## src/rtl/core/mbps_pkg.sv

```systemverilog
`timescale 1ns / 1ps
// ----------------------------------------------------------------------------
// mbps_pkg
// Shared types and constants of the multi-bus poll sequencer.
// ----------------------------------------------------------------------------
package mbps_pkg;

	localparam logic [15:0] FLAG_BAD_BUS    = 16'hF0F0;
	localparam logic [15:0] FLAG_QUEUE_FULL = 16'hF1F1;
	localparam logic [3:0]  TICK_MAX        = 4'd15;

	typedef enum logic [1:0] {
		OP_BEGIN = 2'd0,
		OP_ADD   = 2'd1,
		OP_VISIT = 2'd2
	} op_t;

	typedef enum logic [1:0] {
		ACT_NONE  = 2'd0,
		ACT_SEND  = 2'd1,
		ACT_STORE = 2'd2
	} act_t;

	typedef enum logic [0:0] {
		ST_IDLE  = 1'b0,
		ST_FETCH = 1'b1
	} state_t;

	typedef struct packed {
		logic [1:0]  operation;
		logic [7:0]  motor_index;
		logic [7:0]  bus_number;
		logic [7:0]  servo_id;
		logic [2:0]  bus_slot;
		logic        reply_ready;
		logic [15:0] reply_position;
	} item_t;

	// controller to datapath
	typedef struct packed {
		logic exec;
		logic load_direct;
		logic load_fetch;
	} ctrl_cmd_t;

	// datapath to controller
	typedef struct packed {
		logic needs_fetch;
		logic out_valid;
	} dp_status_t;

endpackage

```

## src/rtl/core/mbps_if.sv

```systemverilog
`timescale 1ns / 1ps
// ----------------------------------------------------------------------------
// mbps_if
// Valid/ready channels carrying poll sequencer items and results.
// ----------------------------------------------------------------------------
interface mbps_in_if;
	logic        valid;
	logic        ready;
	logic [1:0]  operation;
	logic [7:0]  motor_index;
	logic [7:0]  bus_number;
	logic [7:0]  servo_id;
	logic [2:0]  bus_slot;
	logic        reply_ready;
	logic [15:0] reply_position;

	modport source (
		output valid, operation, motor_index, bus_number, servo_id, bus_slot,
		       reply_ready, reply_position,
		input  ready
	);
	modport sink (
		input  valid, operation, motor_index, bus_number, servo_id, bus_slot,
		       reply_ready, reply_position,
		output ready
	);
endinterface

interface mbps_out_if;
	logic        valid;
	logic        ready;
	logic [1:0]  action;
	logic [2:0]  action_bus;
	logic [7:0]  request_servo;
	logic [7:0]  result_slot;
	logic [15:0] result_value;
	logic        collection_done;

	modport source (
		output valid, action, action_bus, request_servo, result_slot, result_value,
		       collection_done,
		input  ready
	);
	modport sink (
		input  valid, action, action_bus, request_servo, result_slot, result_value,
		       collection_done,
		output ready
	);
endinterface

```

## src/rtl/core/mbps_ram.sv

```systemverilog
`timescale 1ns / 1ps
// ----------------------------------------------------------------------------
// mbps_ram
// Generic single-write, single-read RAM with registered read data.
// ----------------------------------------------------------------------------
module mbps_ram #(
	parameter int WIDTH = 16,
	parameter int DEPTH = 64,
	localparam int AW = (DEPTH > 1) ? $clog2(DEPTH) : 1
) (
	input  logic             clk,
	input  logic             we,
	input  logic [AW-1:0]    waddr,
	input  logic [WIDTH-1:0] wdata,
	input  logic [AW-1:0]    raddr,
	output logic [WIDTH-1:0] rdata
);

	logic [WIDTH-1:0] mem_q [DEPTH];

	always_ff @(posedge clk) begin
		if (we) begin
			mem_q[waddr] <= wdata;
		end
		rdata <= mem_q[raddr];
	end

endmodule

```

## src/rtl/core/mbps_ctrl.sv

```systemverilog
`timescale 1ns / 1ps
// ----------------------------------------------------------------------------
// mbps_ctrl
// Sequencer control: accepts a transaction, waits on the queue read if needed.
// ----------------------------------------------------------------------------
module mbps_ctrl
	import mbps_pkg::*;
(
	input  logic       clk,
	input  logic       arst_n,
	input  logic       in_valid,
	input  logic       out_ready,
	input  dp_status_t status,
	output logic       in_ready,
	output ctrl_cmd_t  cmd
);

	state_t state_q, state_d;
	logic   accept;

	// output slot is free or drains at this edge
	assign in_ready = (state_q == ST_IDLE) && (!status.out_valid || out_ready);
	assign accept   = in_valid && in_ready;

	always_comb begin
		state_d = state_q;
		unique case (state_q)
			ST_IDLE: begin
				if (accept && status.needs_fetch) begin
					state_d = ST_FETCH;
				end
			end
			ST_FETCH: begin
				state_d = ST_IDLE;
			end
			default: begin
				state_d = ST_IDLE;
			end
		endcase
	end

	always_comb begin
		cmd = '0;
		unique case (state_q)
			ST_IDLE: begin
				cmd.exec        = accept;
				cmd.load_direct = accept && !status.needs_fetch;
			end
			ST_FETCH: begin
				cmd.load_fetch = 1'b1;
			end
			default: begin
				cmd = '0;
			end
		endcase
	end

	always_ff @(posedge clk or negedge arst_n) begin
		if (!arst_n) begin
			state_q <= ST_IDLE;
		end else begin
			state_q <= state_d;
		end
	end

endmodule

```

## src/rtl/core/mbps_dp.sv

```systemverilog
`timescale 1ns / 1ps
// ----------------------------------------------------------------------------
// mbps_dp
// Sequencer datapath: per-bus queue counters, queue memory, result register.
// ----------------------------------------------------------------------------
module mbps_dp
	import mbps_pkg::*;
#(
	parameter int BUS_COUNT      = 8,
	parameter int MOTORS_PER_BUS = 8
) (
	input  logic        clk,
	input  logic        arst_n,
	input  logic        cfg_we,
	input  logic [7:0]  cfg_wdata,
	input  item_t       itm,
	input  ctrl_cmd_t   cmd,
	input  logic        out_ready,
	output dp_status_t  status,
	output logic        out_valid,
	output logic [1:0]  action,
	output logic [2:0]  action_bus,
	output logic [7:0]  request_servo,
	output logic [7:0]  result_slot,
	output logic [15:0] result_value,
	output logic        collection_done
);

	localparam int DEPTH = BUS_COUNT * MOTORS_PER_BUS;
	localparam int AW    = (DEPTH > 1) ? $clog2(DEPTH) : 1;
	localparam int BW    = (BUS_COUNT > 1) ? $clog2(BUS_COUNT) : 1;
	localparam int CW    = $clog2(MOTORS_PER_BUS + 1);
	localparam logic [CW-1:0] CNT_FULL = CW'(MOTORS_PER_BUS);

	logic [7:0]    enable_q;
	logic [CW-1:0] cnt_q  [BUS_COUNT];
	logic [CW-1:0] send_q [BUS_COUNT];
	logic [CW-1:0] coll_q [BUS_COUNT];
	logic [BUS_COUNT-1:0] wait_q;
	logic          done_q;
	logic [3:0]    tick_q;

	logic [CW-1:0] cnt_d  [BUS_COUNT];
	logic [CW-1:0] send_d [BUS_COUNT];
	logic [CW-1:0] coll_d [BUS_COUNT];
	logic [BUS_COUNT-1:0] wait_d;
	logic          done_d;
	logic [3:0]    tick_d;

	logic [BUS_COUNT-1:0] nonempty;
	logic [3:0]    active;

	// pending result of a transaction waiting on the queue read
	act_t          pend_action_q;
	logic [2:0]    pend_bus_q;
	logic [15:0]   pend_value_q;

	act_t          dir_action;
	logic [7:0]    dir_slot;
	logic [15:0]   dir_value;
	logic          fetch;
	act_t          fetch_action;

	logic          add_wr;
	logic          ram_we;
	logic [AW-1:0] ram_waddr;
	logic [15:0]   ram_wdata;
	logic [AW-1:0] ram_raddr;
	logic [15:0]   ram_rdata;

	logic [7:0]    add_bus8;
	logic [BW-1:0] add_bi;
	logic [BW-1:0] vis_si;
	logic          vis_ok;
	logic [3:0]    tick_base;

	always_comb begin
		for (int b = 0; b < BUS_COUNT; b++) begin
			nonempty[b] = (cnt_q[b] != '0);
		end
		active = 4'($countones(nonempty));
	end

	assign add_bus8 = itm.bus_number - 8'd1;
	assign add_bi   = add_bus8[BW-1:0];
	assign vis_si   = itm.bus_slot[BW-1:0];
	assign vis_ok   = ({1'b0, itm.bus_slot} < 4'(BUS_COUNT)) && !done_q;
	assign ram_we   = add_wr && cmd.exec;

	always_comb begin
		cnt_d        = cnt_q;
		send_d       = send_q;
		coll_d       = coll_q;
		wait_d       = wait_q;
		done_d       = done_q;
		tick_d       = tick_q;
		dir_action   = ACT_NONE;
		dir_slot     = '0;
		dir_value    = '0;
		fetch        = 1'b0;
		fetch_action = ACT_NONE;
		add_wr       = 1'b0;
		ram_waddr    = '0;
		ram_wdata    = {itm.motor_index, itm.servo_id};
		ram_raddr    = '0;
		tick_base    = tick_q;
		unique case (op_t'(itm.operation))
			OP_BEGIN: begin
				for (int b = 0; b < BUS_COUNT; b++) begin
					cnt_d[b]  = '0;
					send_d[b] = '0;
					coll_d[b] = '0;
				end
				wait_d = '0;
				done_d = 1'b0;
			end
			OP_ADD: begin
				if (add_bus8 >= 8'(BUS_COUNT) || !enable_q[add_bus8[2:0]]) begin
					dir_action = ACT_STORE;
					dir_slot   = itm.motor_index;
					dir_value  = FLAG_BAD_BUS;
				end else if (cnt_q[add_bi] >= CNT_FULL) begin
					dir_action = ACT_STORE;
					dir_slot   = itm.motor_index;
					dir_value  = FLAG_QUEUE_FULL;
				end else begin
					add_wr    = 1'b1;
					ram_waddr = AW'(int'(add_bi) * MOTORS_PER_BUS + int'(cnt_q[add_bi]));
					cnt_d[add_bi] = cnt_q[add_bi] + CW'(1);
				end
			end
			OP_VISIT: begin
				if (vis_ok) begin
					if (itm.bus_slot == 3'd0) begin
						tick_base = '0;
					end
					tick_d = tick_base;
					if (coll_q[vis_si] >= cnt_q[vis_si]) begin
						if (cnt_q[vis_si] != '0 && tick_base < TICK_MAX) begin
							tick_d = tick_base + 4'd1;
						end
					end else if (wait_q[vis_si]) begin
						if (itm.reply_ready) begin
							fetch        = 1'b1;
							fetch_action = ACT_STORE;
							ram_raddr    = AW'(int'(vis_si) * MOTORS_PER_BUS
							               + int'(coll_q[vis_si]));
							coll_d[vis_si] = coll_q[vis_si] + CW'(1);
							wait_d[vis_si] = 1'b0;
						end
					end else if (send_q[vis_si] < cnt_q[vis_si]) begin
						fetch        = 1'b1;
						fetch_action = ACT_SEND;
						ram_raddr    = AW'(int'(vis_si) * MOTORS_PER_BUS
						               + int'(send_q[vis_si]));
						send_d[vis_si] = send_q[vis_si] + CW'(1);
						wait_d[vis_si] = 1'b1;
					end
					// last slot of the tick closes the round once the tick has counted every active bus as finished
					if ({1'b0, itm.bus_slot} == 4'(BUS_COUNT - 1) && tick_d >= active) begin
						done_d = 1'b1;
					end
				end
			end
			default: begin
				dir_action = ACT_NONE;
			end
		endcase
	end

	assign status.needs_fetch = fetch;
	assign status.out_valid   = out_valid;

	mbps_ram #(
		.WIDTH (16),
		.DEPTH (DEPTH)
	) u_queue_ram (
		.clk   (clk),
		.we    (ram_we),
		.waddr (ram_waddr),
		.wdata (ram_wdata),
		.raddr (ram_raddr),
		.rdata (ram_rdata)
	);

	always_ff @(posedge clk or negedge arst_n) begin
		if (!arst_n) begin
			enable_q <= '0;
		end else if (cfg_we) begin
			enable_q <= cfg_wdata;
		end
	end

	always_ff @(posedge clk or negedge arst_n) begin
		if (!arst_n) begin
			for (int b = 0; b < BUS_COUNT; b++) begin
				cnt_q[b]  <= '0;
				send_q[b] <= '0;
				coll_q[b] <= '0;
			end
			wait_q <= '0;
			done_q <= 1'b0;
			tick_q <= '0;
		end else if (cmd.exec) begin
			cnt_q  <= cnt_d;
			send_q <= send_d;
			coll_q <= coll_d;
			wait_q <= wait_d;
			done_q <= done_d;
			tick_q <= tick_d;
		end
	end

	always_ff @(posedge clk) begin
		if (cmd.exec) begin
			pend_action_q <= fetch_action;
			pend_bus_q    <= itm.bus_slot;
			pend_value_q  <= itm.reply_position;
		end
	end

	always_ff @(posedge clk or negedge arst_n) begin
		if (!arst_n) begin
			out_valid <= 1'b0;
		end else if (cmd.load_direct || cmd.load_fetch) begin
			out_valid <= 1'b1;
		end else if (out_ready) begin
			out_valid <= 1'b0;
		end
	end

	always_ff @(posedge clk) begin
		if (cmd.load_direct) begin
			action          <= dir_action;
			action_bus      <= '0;
			request_servo   <= '0;
			result_slot     <= dir_slot;
			result_value    <= dir_value;
			collection_done <= done_d;
		end else if (cmd.load_fetch) begin
			action          <= pend_action_q;
			collection_done <= done_q;
			if (pend_action_q == ACT_SEND) begin
				action_bus    <= pend_bus_q;
				request_servo <= ram_rdata[7:0];
				result_slot   <= '0;
				result_value  <= '0;
			end else begin
				action_bus    <= '0;
				request_servo <= '0;
				result_slot   <= ram_rdata[15:8];
				result_value  <= pend_value_q;
			end
		end
	end

endmodule

```

## src/rtl/core/multi_bus_poll_sequencer_core.sv

```systemverilog
`timescale 1ns / 1ps
// ----------------------------------------------------------------------------
// multi_bus_poll_sequencer_core
// Schedules position polls over several half-duplex buses, one request in
// flight per bus, and reports sends, stored results and collection done.
// ----------------------------------------------------------------------------
// usage:
//   item   valid/ready channel of begin, add-motor and visit transactions
//   result valid/ready channel, exactly one result transaction per item
//   cfg_we/cfg_wdata write the bus enable mask, only while the block is idle
// result path:
//   begin, add and visits that do nothing: result registered in the cycle after
//   accept, one item per cycle while the result side is not stalled
//   visits that send a request or store a reply: result loaded in the fetch
//   state from the registered read port of the queue memory holding slot index
//   and servo id; no new item is taken until that result is loaded
// reset clears the enable mask, every per-bus counter and the done flag; the
// queue memory needs no clearing since entries are only read below the count
// a stalled result holds in the output register; a new item is taken in the
// cycle the held result drains
// ----------------------------------------------------------------------------
module multi_bus_poll_sequencer_core
	import mbps_pkg::*;
#(
	parameter int BUS_COUNT      = 8,
	parameter int MOTORS_PER_BUS = 8
) (
	input  logic        clk,
	input  logic        arst_n,
	input  logic        cfg_we,
	input  logic [7:0]  cfg_wdata,
	mbps_in_if.sink     item,
	mbps_out_if.source  result
);

	item_t      itm;
	ctrl_cmd_t  cmd;
	dp_status_t status;
	logic       in_ready;

	assign itm = '{
		operation:      item.operation,
		motor_index:    item.motor_index,
		bus_number:     item.bus_number,
		servo_id:       item.servo_id,
		bus_slot:       item.bus_slot,
		reply_ready:    item.reply_ready,
		reply_position: item.reply_position
	};

	assign item.ready = in_ready;

	mbps_ctrl u_ctrl (
		.clk       (clk),
		.arst_n    (arst_n),
		.in_valid  (item.valid),
		.out_ready (result.ready),
		.status    (status),
		.in_ready  (in_ready),
		.cmd       (cmd)
	);

	mbps_dp #(
		.BUS_COUNT      (BUS_COUNT),
		.MOTORS_PER_BUS (MOTORS_PER_BUS)
	) u_dp (
		.clk             (clk),
		.arst_n          (arst_n),
		.cfg_we          (cfg_we),
		.cfg_wdata       (cfg_wdata),
		.itm             (itm),
		.cmd             (cmd),
		.out_ready       (result.ready),
		.status          (status),
		.out_valid       (result.valid),
		.action          (result.action),
		.action_bus      (result.action_bus),
		.request_servo   (result.request_servo),
		.result_slot     (result.result_slot),
		.result_value    (result.result_value),
		.collection_done (result.collection_done)
	);

endmodule

```

## src/flat_wrapper.sv

```systemverilog
// flat-port wrapper written by rule: the top's interface ports become plain ports
module multi_bus_poll_sequencer_core_flat import mbps_pkg::*;
#(
	parameter int BUS_COUNT      = 8,
	parameter int MOTORS_PER_BUS = 8
)
  (clk, arst_n, cfg_we, cfg_wdata, item_valid, item_operation, item_motor_index, item_bus_number, item_servo_id, item_bus_slot, item_reply_ready, item_reply_position, item_ready, result_valid, result_action, result_action_bus, result_request_servo, result_result_slot, result_result_value, result_collection_done, result_ready);
  mbps_in_if item_i ();
  mbps_out_if result_i ();
  input  logic clk;
  input  logic arst_n;
  input  logic cfg_we;
  input  logic [7:0] cfg_wdata;
  input wire logic [$bits(item_i.valid)-1:0] item_valid;
  input wire logic [$bits(item_i.operation)-1:0] item_operation;
  input wire logic [$bits(item_i.motor_index)-1:0] item_motor_index;
  input wire logic [$bits(item_i.bus_number)-1:0] item_bus_number;
  input wire logic [$bits(item_i.servo_id)-1:0] item_servo_id;
  input wire logic [$bits(item_i.bus_slot)-1:0] item_bus_slot;
  input wire logic [$bits(item_i.reply_ready)-1:0] item_reply_ready;
  input wire logic [$bits(item_i.reply_position)-1:0] item_reply_position;
  output wire logic [$bits(item_i.ready)-1:0] item_ready;
  output wire logic [$bits(result_i.valid)-1:0] result_valid;
  output wire logic [$bits(result_i.action)-1:0] result_action;
  output wire logic [$bits(result_i.action_bus)-1:0] result_action_bus;
  output wire logic [$bits(result_i.request_servo)-1:0] result_request_servo;
  output wire logic [$bits(result_i.result_slot)-1:0] result_result_slot;
  output wire logic [$bits(result_i.result_value)-1:0] result_result_value;
  output wire logic [$bits(result_i.collection_done)-1:0] result_collection_done;
  input wire logic [$bits(result_i.ready)-1:0] result_ready;
  assign item_i.valid = item_valid;
  assign item_i.operation = item_operation;
  assign item_i.motor_index = item_motor_index;
  assign item_i.bus_number = item_bus_number;
  assign item_i.servo_id = item_servo_id;
  assign item_i.bus_slot = item_bus_slot;
  assign item_i.reply_ready = item_reply_ready;
  assign item_i.reply_position = item_reply_position;
  assign item_ready = item_i.ready;
  assign result_valid = result_i.valid;
  assign result_action = result_i.action;
  assign result_action_bus = result_i.action_bus;
  assign result_request_servo = result_i.request_servo;
  assign result_result_slot = result_i.result_slot;
  assign result_result_value = result_i.result_value;
  assign result_collection_done = result_i.collection_done;
  assign result_i.ready = result_ready;
  multi_bus_poll_sequencer_core #(.BUS_COUNT(BUS_COUNT), .MOTORS_PER_BUS(MOTORS_PER_BUS)) u_core (.clk(clk), .arst_n(arst_n), .cfg_we(cfg_we), .cfg_wdata(cfg_wdata), .item(item_i), .result(result_i));
endmodule
```

## config.mk

```make
export PLATFORM = sky130hd
export DESIGN_NAME = multi_bus_poll_sequencer_core_flat
export DESIGN_NICKNAME = d
export VERILOG_FILES = /design/src/rtl/core/mbps_pkg.sv /design/src/rtl/core/mbps_if.sv /design/src/rtl/core/mbps_ram.sv /design/src/rtl/core/mbps_ctrl.sv /design/src/rtl/core/mbps_dp.sv /design/src/rtl/core/multi_bus_poll_sequencer_core.sv /design/src/flat_wrapper.sv
export SDC_FILE = /design/constraint.sdc
export NUM_CORES = 2
export LEC_CHECK = 0
export ABC_AREA = 1
export BUFFER_PORTS_ARGS = -buffer_cell sky130_fd_sc_hd__buf_4
export CORE_MARGIN = 10
export CORE_UTILIZATION = 45
export CTS_CLUSTER_DIAMETER = 50
export CTS_CLUSTER_SIZE = 28
export DETAILED_ROUTE_END_ITERATION = 10
export GPL_TIMING_DRIVEN = 0
export PLACE_DENSITY = 0.7
export SLEW_MARGIN = 20
export SYNTH_ARGS = -nofsm -noshare
export SYNTH_HDL_FRONTEND = slang
export SYNTH_SLANG_ARGS = --single-unit
```

## constraint.sdc

```tcl
create_clock -name clk -period 3.7 [get_ports clk]
set_clock_uncertainty 0.1 [all_clocks]
set_input_delay 0.555 -clock clk [delete_from_list [all_inputs] [get_ports clk]]
set_output_delay 0.555 -clock clk [all_outputs]
set_load 0.03 [all_outputs]
```

==> qor.yml <==
status:
  status: "finished, violations left"
  violations: "setup timing"
clock_network:
  clockBufferDepth: 3
  htreeDepth: 3
  cts_buffers: 114
  cts-root-buf: "clkbuf_16"
  clkLatencyLatePin_ns: 0.76
  cts_tree: "yes"
  clock-sinks: 1218
  path_clk_slew_ns: 0.07
detailed_routing:
  viasPerCell: 5.835
  drc_errors: 0
  drtAntennaViolNets: 0
  drt_wl_total_um: 192100
  dr.first_iter.drc_count: 6023
  dr.pass1.iters: 8
  wire_per_inst_um: 26.44
  routed-via-count: 42410
finish:
  layout.nets: 5641
  area_growth_pct: 26.55
  drive_above_1_share_pct: 23.72
  utilization_pct: 57.39
  stdcell_count: 7268
placement:
  dp_cells: 6876
  place_hpwl_um: 121400
  gp_congestion: 0.9953
  io_buffers: 97
pwr:
  p_seq_share_pct: 49.1
  p_int_w: 0.02271
  p_sw_w: 0.008301
  p_sw_share_pct: 26.77
  power_w: 0.03101
  cellPowerDensity_nw_per_um2: 449.8
  clkPwrFrac_pct: 40.7
  p_leak_nw: 27.57
  p_comb_share_pct: 10.2
  peakVddDrop_mv: 0.4069
logic_synthesis:
  synthMuxAreaShare_pct: 0.1654
  synth_flop_cell: "edfxtp_1"
  syn-instance-count: 5156
  syn-num-nets: 5245
  yosys_register_bits: 1218
  synth_edf_count: 1072
  synth_cell_types: 49
  synthArstFlopShare_pct: 9.770
  syn_area_um2: 54480
  yosysWarnings: 0
  synth_xor_area_share_pct: 0.2090
  synth_top_family_by_area: "simple AND/OR/NAND/NOR gates"
  synth_compound_area_share_pct: 2.510
  synth_fa_ha_area_share_pct: 0.7441
  yosysSeqAreaShare_pct: 65.55
  avgSynthCellArea_um2: 10.57
  yosys.area_share.simple_pct: 22.61
die:
  die_w_um: 367.9
  placementRows: 127
  start_util_pct: 45.35
  fp.coreArea_um2: 120100
  design.die.area_um2: 135400
  die_h_um: 367.9
  ioPinCount: 99
sta:
  worst_pin_slew_ns: 1.023
  finalSetupTns_ns: -2.650
  max_freq_mhz: 232.8
  fin_crit_sh_pct: 116.1
  setup_ws_ns: -0.5956
  rsz0062_at_grt: "yes"
  setup_viol: 28
  hold_ws_ns: 0.06235
  slew_headroom_pct: 31.77
  slew_viol_final: 0
  hold_viol: 0
  period_minus_slack_ns: 4.296
global_route:
  gr-usage-met3_pct: 6.244
  met1_usage_pct: 34.49
  grt_usage_pct: 26.94
  grt_pass1_vias: 40620
  grt_max_degree: 66
  antenna_found_initial: 3
  grt_overflow: 0
  gr-usage-met2_pct: 42.03
  busiest_layer: "met2"
  grt_pass1_wl_um: 270100
critical_path:
  crit_path_end_kind: "flip-flop"
  setup.worst_path.start_class: "flip-flop"
  cp_max_fo: 2
  required_ns: 4.11
  crit_type: "reg -> reg"
  critPathArrivalTime_ns: 4.71
run:
  drv_cap: 0
worst_hold_path:
  hold_class: "in -> reg"
-- what timing repair did --
| item | 4_1_cts | 5_1_grt |
|---|---|---|
| pin swaps | 143 | 145 |
| gates resized for setup | 660 | 497 |
| buffers inserted | 102 | 33 |
| cloned | 4 | 8 |
| hold buffers | 28 | 0 |
| endpoints found under the setup margin | 1172 | 1091 |
| endpoints found under the hold margin | 87 | 0 |
-- power by group through the flow --
stage	Combinational (W)	Clock [W]	Sequential (W)
2_1_floorplan	0.00135	0	0.0156
3_3_place_gp	0.00250	0	0.0155
3_5_place_dp	0.00255	0	0.0155
4_1_cts	0.00291	0.0126	0.0152
5_1_grt	0.00333	0.0131	0.0152
6_report	0.00315	0.0126	0.0152
-- sequential cells by signal (all words and copies together), names as in the netlist, 2 cells and up --
name / count
u_core.u_dp.coll_q: 32
u_core.u_dp.send_q: 32
u_core.u_dp.pend_bus_q: 3
u_core.u_dp.result_slot: 8
u_core.u_dp.result_value: 16
u_core.u_dp.request_servo: 8
u_core.u_dp.action: 2
u_core.u_dp.u_queue_ram.rdata: 16
u_core.u_dp.u_queue_ram.mem_q: 1024
u_core.u_dp.action_bus: 3
u_core.u_dp.pend_value_q: 16
u_core.u_dp.wait_q: 8
u_core.u_dp.pend_action_q: 2
u_core.u_dp.tick_q: 4
u_core.u_dp.enable_q: 8
u_core.u_dp.cnt_q: 32
-- per-stage QoR --
step	worst slack (ns)	area, um2
floorplan	-0.4486	54910
detailed placement	-2.301	57900
global placement	-2.484	57650
CTS	-0.6157	66390
finish	-0.5956	68940
global route	-0.8222	68930
-- cell families (layout without fill, tap and decap cells) --
group	count (synthesis)	count (layout)
AO/OA/AOI/OAI	234	234
XOR/XNOR	13	13
adder cells (fa/ha/maj)	30	30
buffers and inverters	1097	1593
flip-flops	1218	1218
multiplexers	8	8
other	0	3
AND/OR/NAND/NOR	2556	2557
-- cell usage after synthesis, types with 4 or more instances --
| cell | number | area, um2 |
|---|---|---|
| nand3_1 | 1158 | 5796 |
| edfxtp_1 | 1072 | 32190 |
| nand2_1 | 897 | 3367 |
| inv_1 | 788 | 2958 |
| nand3b_1 | 293 | 2200 |
| buf_2 | 216 | 1081 |
| nor2_1 | 153 | 574.3 |
| dfrtp_1 | 119 | 2978 |
| o21ai_0 | 94 | 470.5 |
| o22ai_1 | 55 | 344.1 |
| clkbuf_1 | 45 | 168.9 |
| dfxtp_1 | 27 | 540.5 |
| ha_1 | 26 | 325.3 |
| a21oi_1 | 24 | 120.1 |
| o21ai_1 | 22 | 110.1 |
| inv_2 | 18 | 67.56 |
| nand4_1 | 18 | 112.6 |
| a221oi_1 | 10 | 87.58 |
| buf_1 | 9 | 33.78 |
| buf_4 | 9 | 67.56 |
| nor2_2 | 9 | 56.30 |
| mux2_2 | 8 | 90.09 |
| nand2_2 | 8 | 50.05 |
| xor2_1 | 8 | 70.07 |
| a21oi_2 | 7 | 61.31 |
| buf_6 | 7 | 78.83 |
| nor4_1 | 6 | 37.54 |
| o31ai_1 | 6 | 45.04 |
| xnor2_1 | 5 | 43.79 |
| a22oi_1 | 4 | 30.03 |
| clkinv_1 | 4 | 15.01 |
| fa_1 | 4 | 80.08 |
| nor3_1 | 4 | 20.02 |
-- worst max-delay path, stage by stage, from the launching register on --
cell and delay [ns]:
dfrtp_1 0.41, nor4_4 0.33, fa_1 0.48, inv_2 0.08, fa_1 0.43, inv_2 0.07, fa_1 0.40, inv_1 0.07
ha_2 0.18, fa_1 0.44, inv_2 0.08, ha_4 0.19, inv_2 0.04, nor2_1 0.03, o211ai_1 0.14, nand3_1 0.12
a21oi_2 0.15, nor2_1 0.06, a21oi_2 0.16, o21ai_2 0.07
-- cell usage in the layout, fill, tap and decap left out, types with 69 or more instances in the layout --
master	instances
buf_12	92
dfrtp_1	119
o21ai_0	91
inv_1	766
nor2_4	69
nand2_1	834
nand3_1	809
nor2_1	78
edfxtp_1	1072
nand3b_1	293
nand3_2	272
clkbuf_16	124
buf_6	86
buf_4	208
nand3_4	78
-- worst paths after layout --
kind | slack (ns) | to | cells after the start | from
worst max-delay path | -0.60 | u_core.u_dp.collection_done | 19 | u_core.u_dp.cnt_q[27]
worst min-delay path | 0.06 | u_core.u_dp.pend_bus_q[2] | 1 | item_bus_slot[2]
worst max register to register | -0.60 | u_core.u_dp.collection_done | 19 | u_core.u_dp.cnt_q[27]
worst min register to register | 0.37 | u_core.u_dp.request_servo[1] | 2 | u_core.u_dp.request_servo[1]
max in group asynchronous | 2.53 | u_core.u_dp.cnt_q[9] | 3 | arst_n
min in group asynchronous | 0.25 | u_core.u_dp.send_q[25] | 2 | arst_n
-- per-layer routing --
metal | share of wire (%) | wire, um
met1 | 37 | 70190
met2 | 45 | 86600
met3 | 12 | 22700
met4 | 6.6 | 12660
met5 | 0 | 0
-- layout make-up --
cell class	count	area (um2)
Clock inverter	96	1142
Inverter	811	3109
Buffer	284	2968
Tap cell	1612	2017
Fill cell	9666	51190
Clock buffer	121	2932
Multi-Input combinational cell	2842	17830
Sequential cell	1218	35710
Antenna cell	3	7.507
Timing Repair Buffer	281	3226
Note: power is estimated with default switching activity, not from simulation.
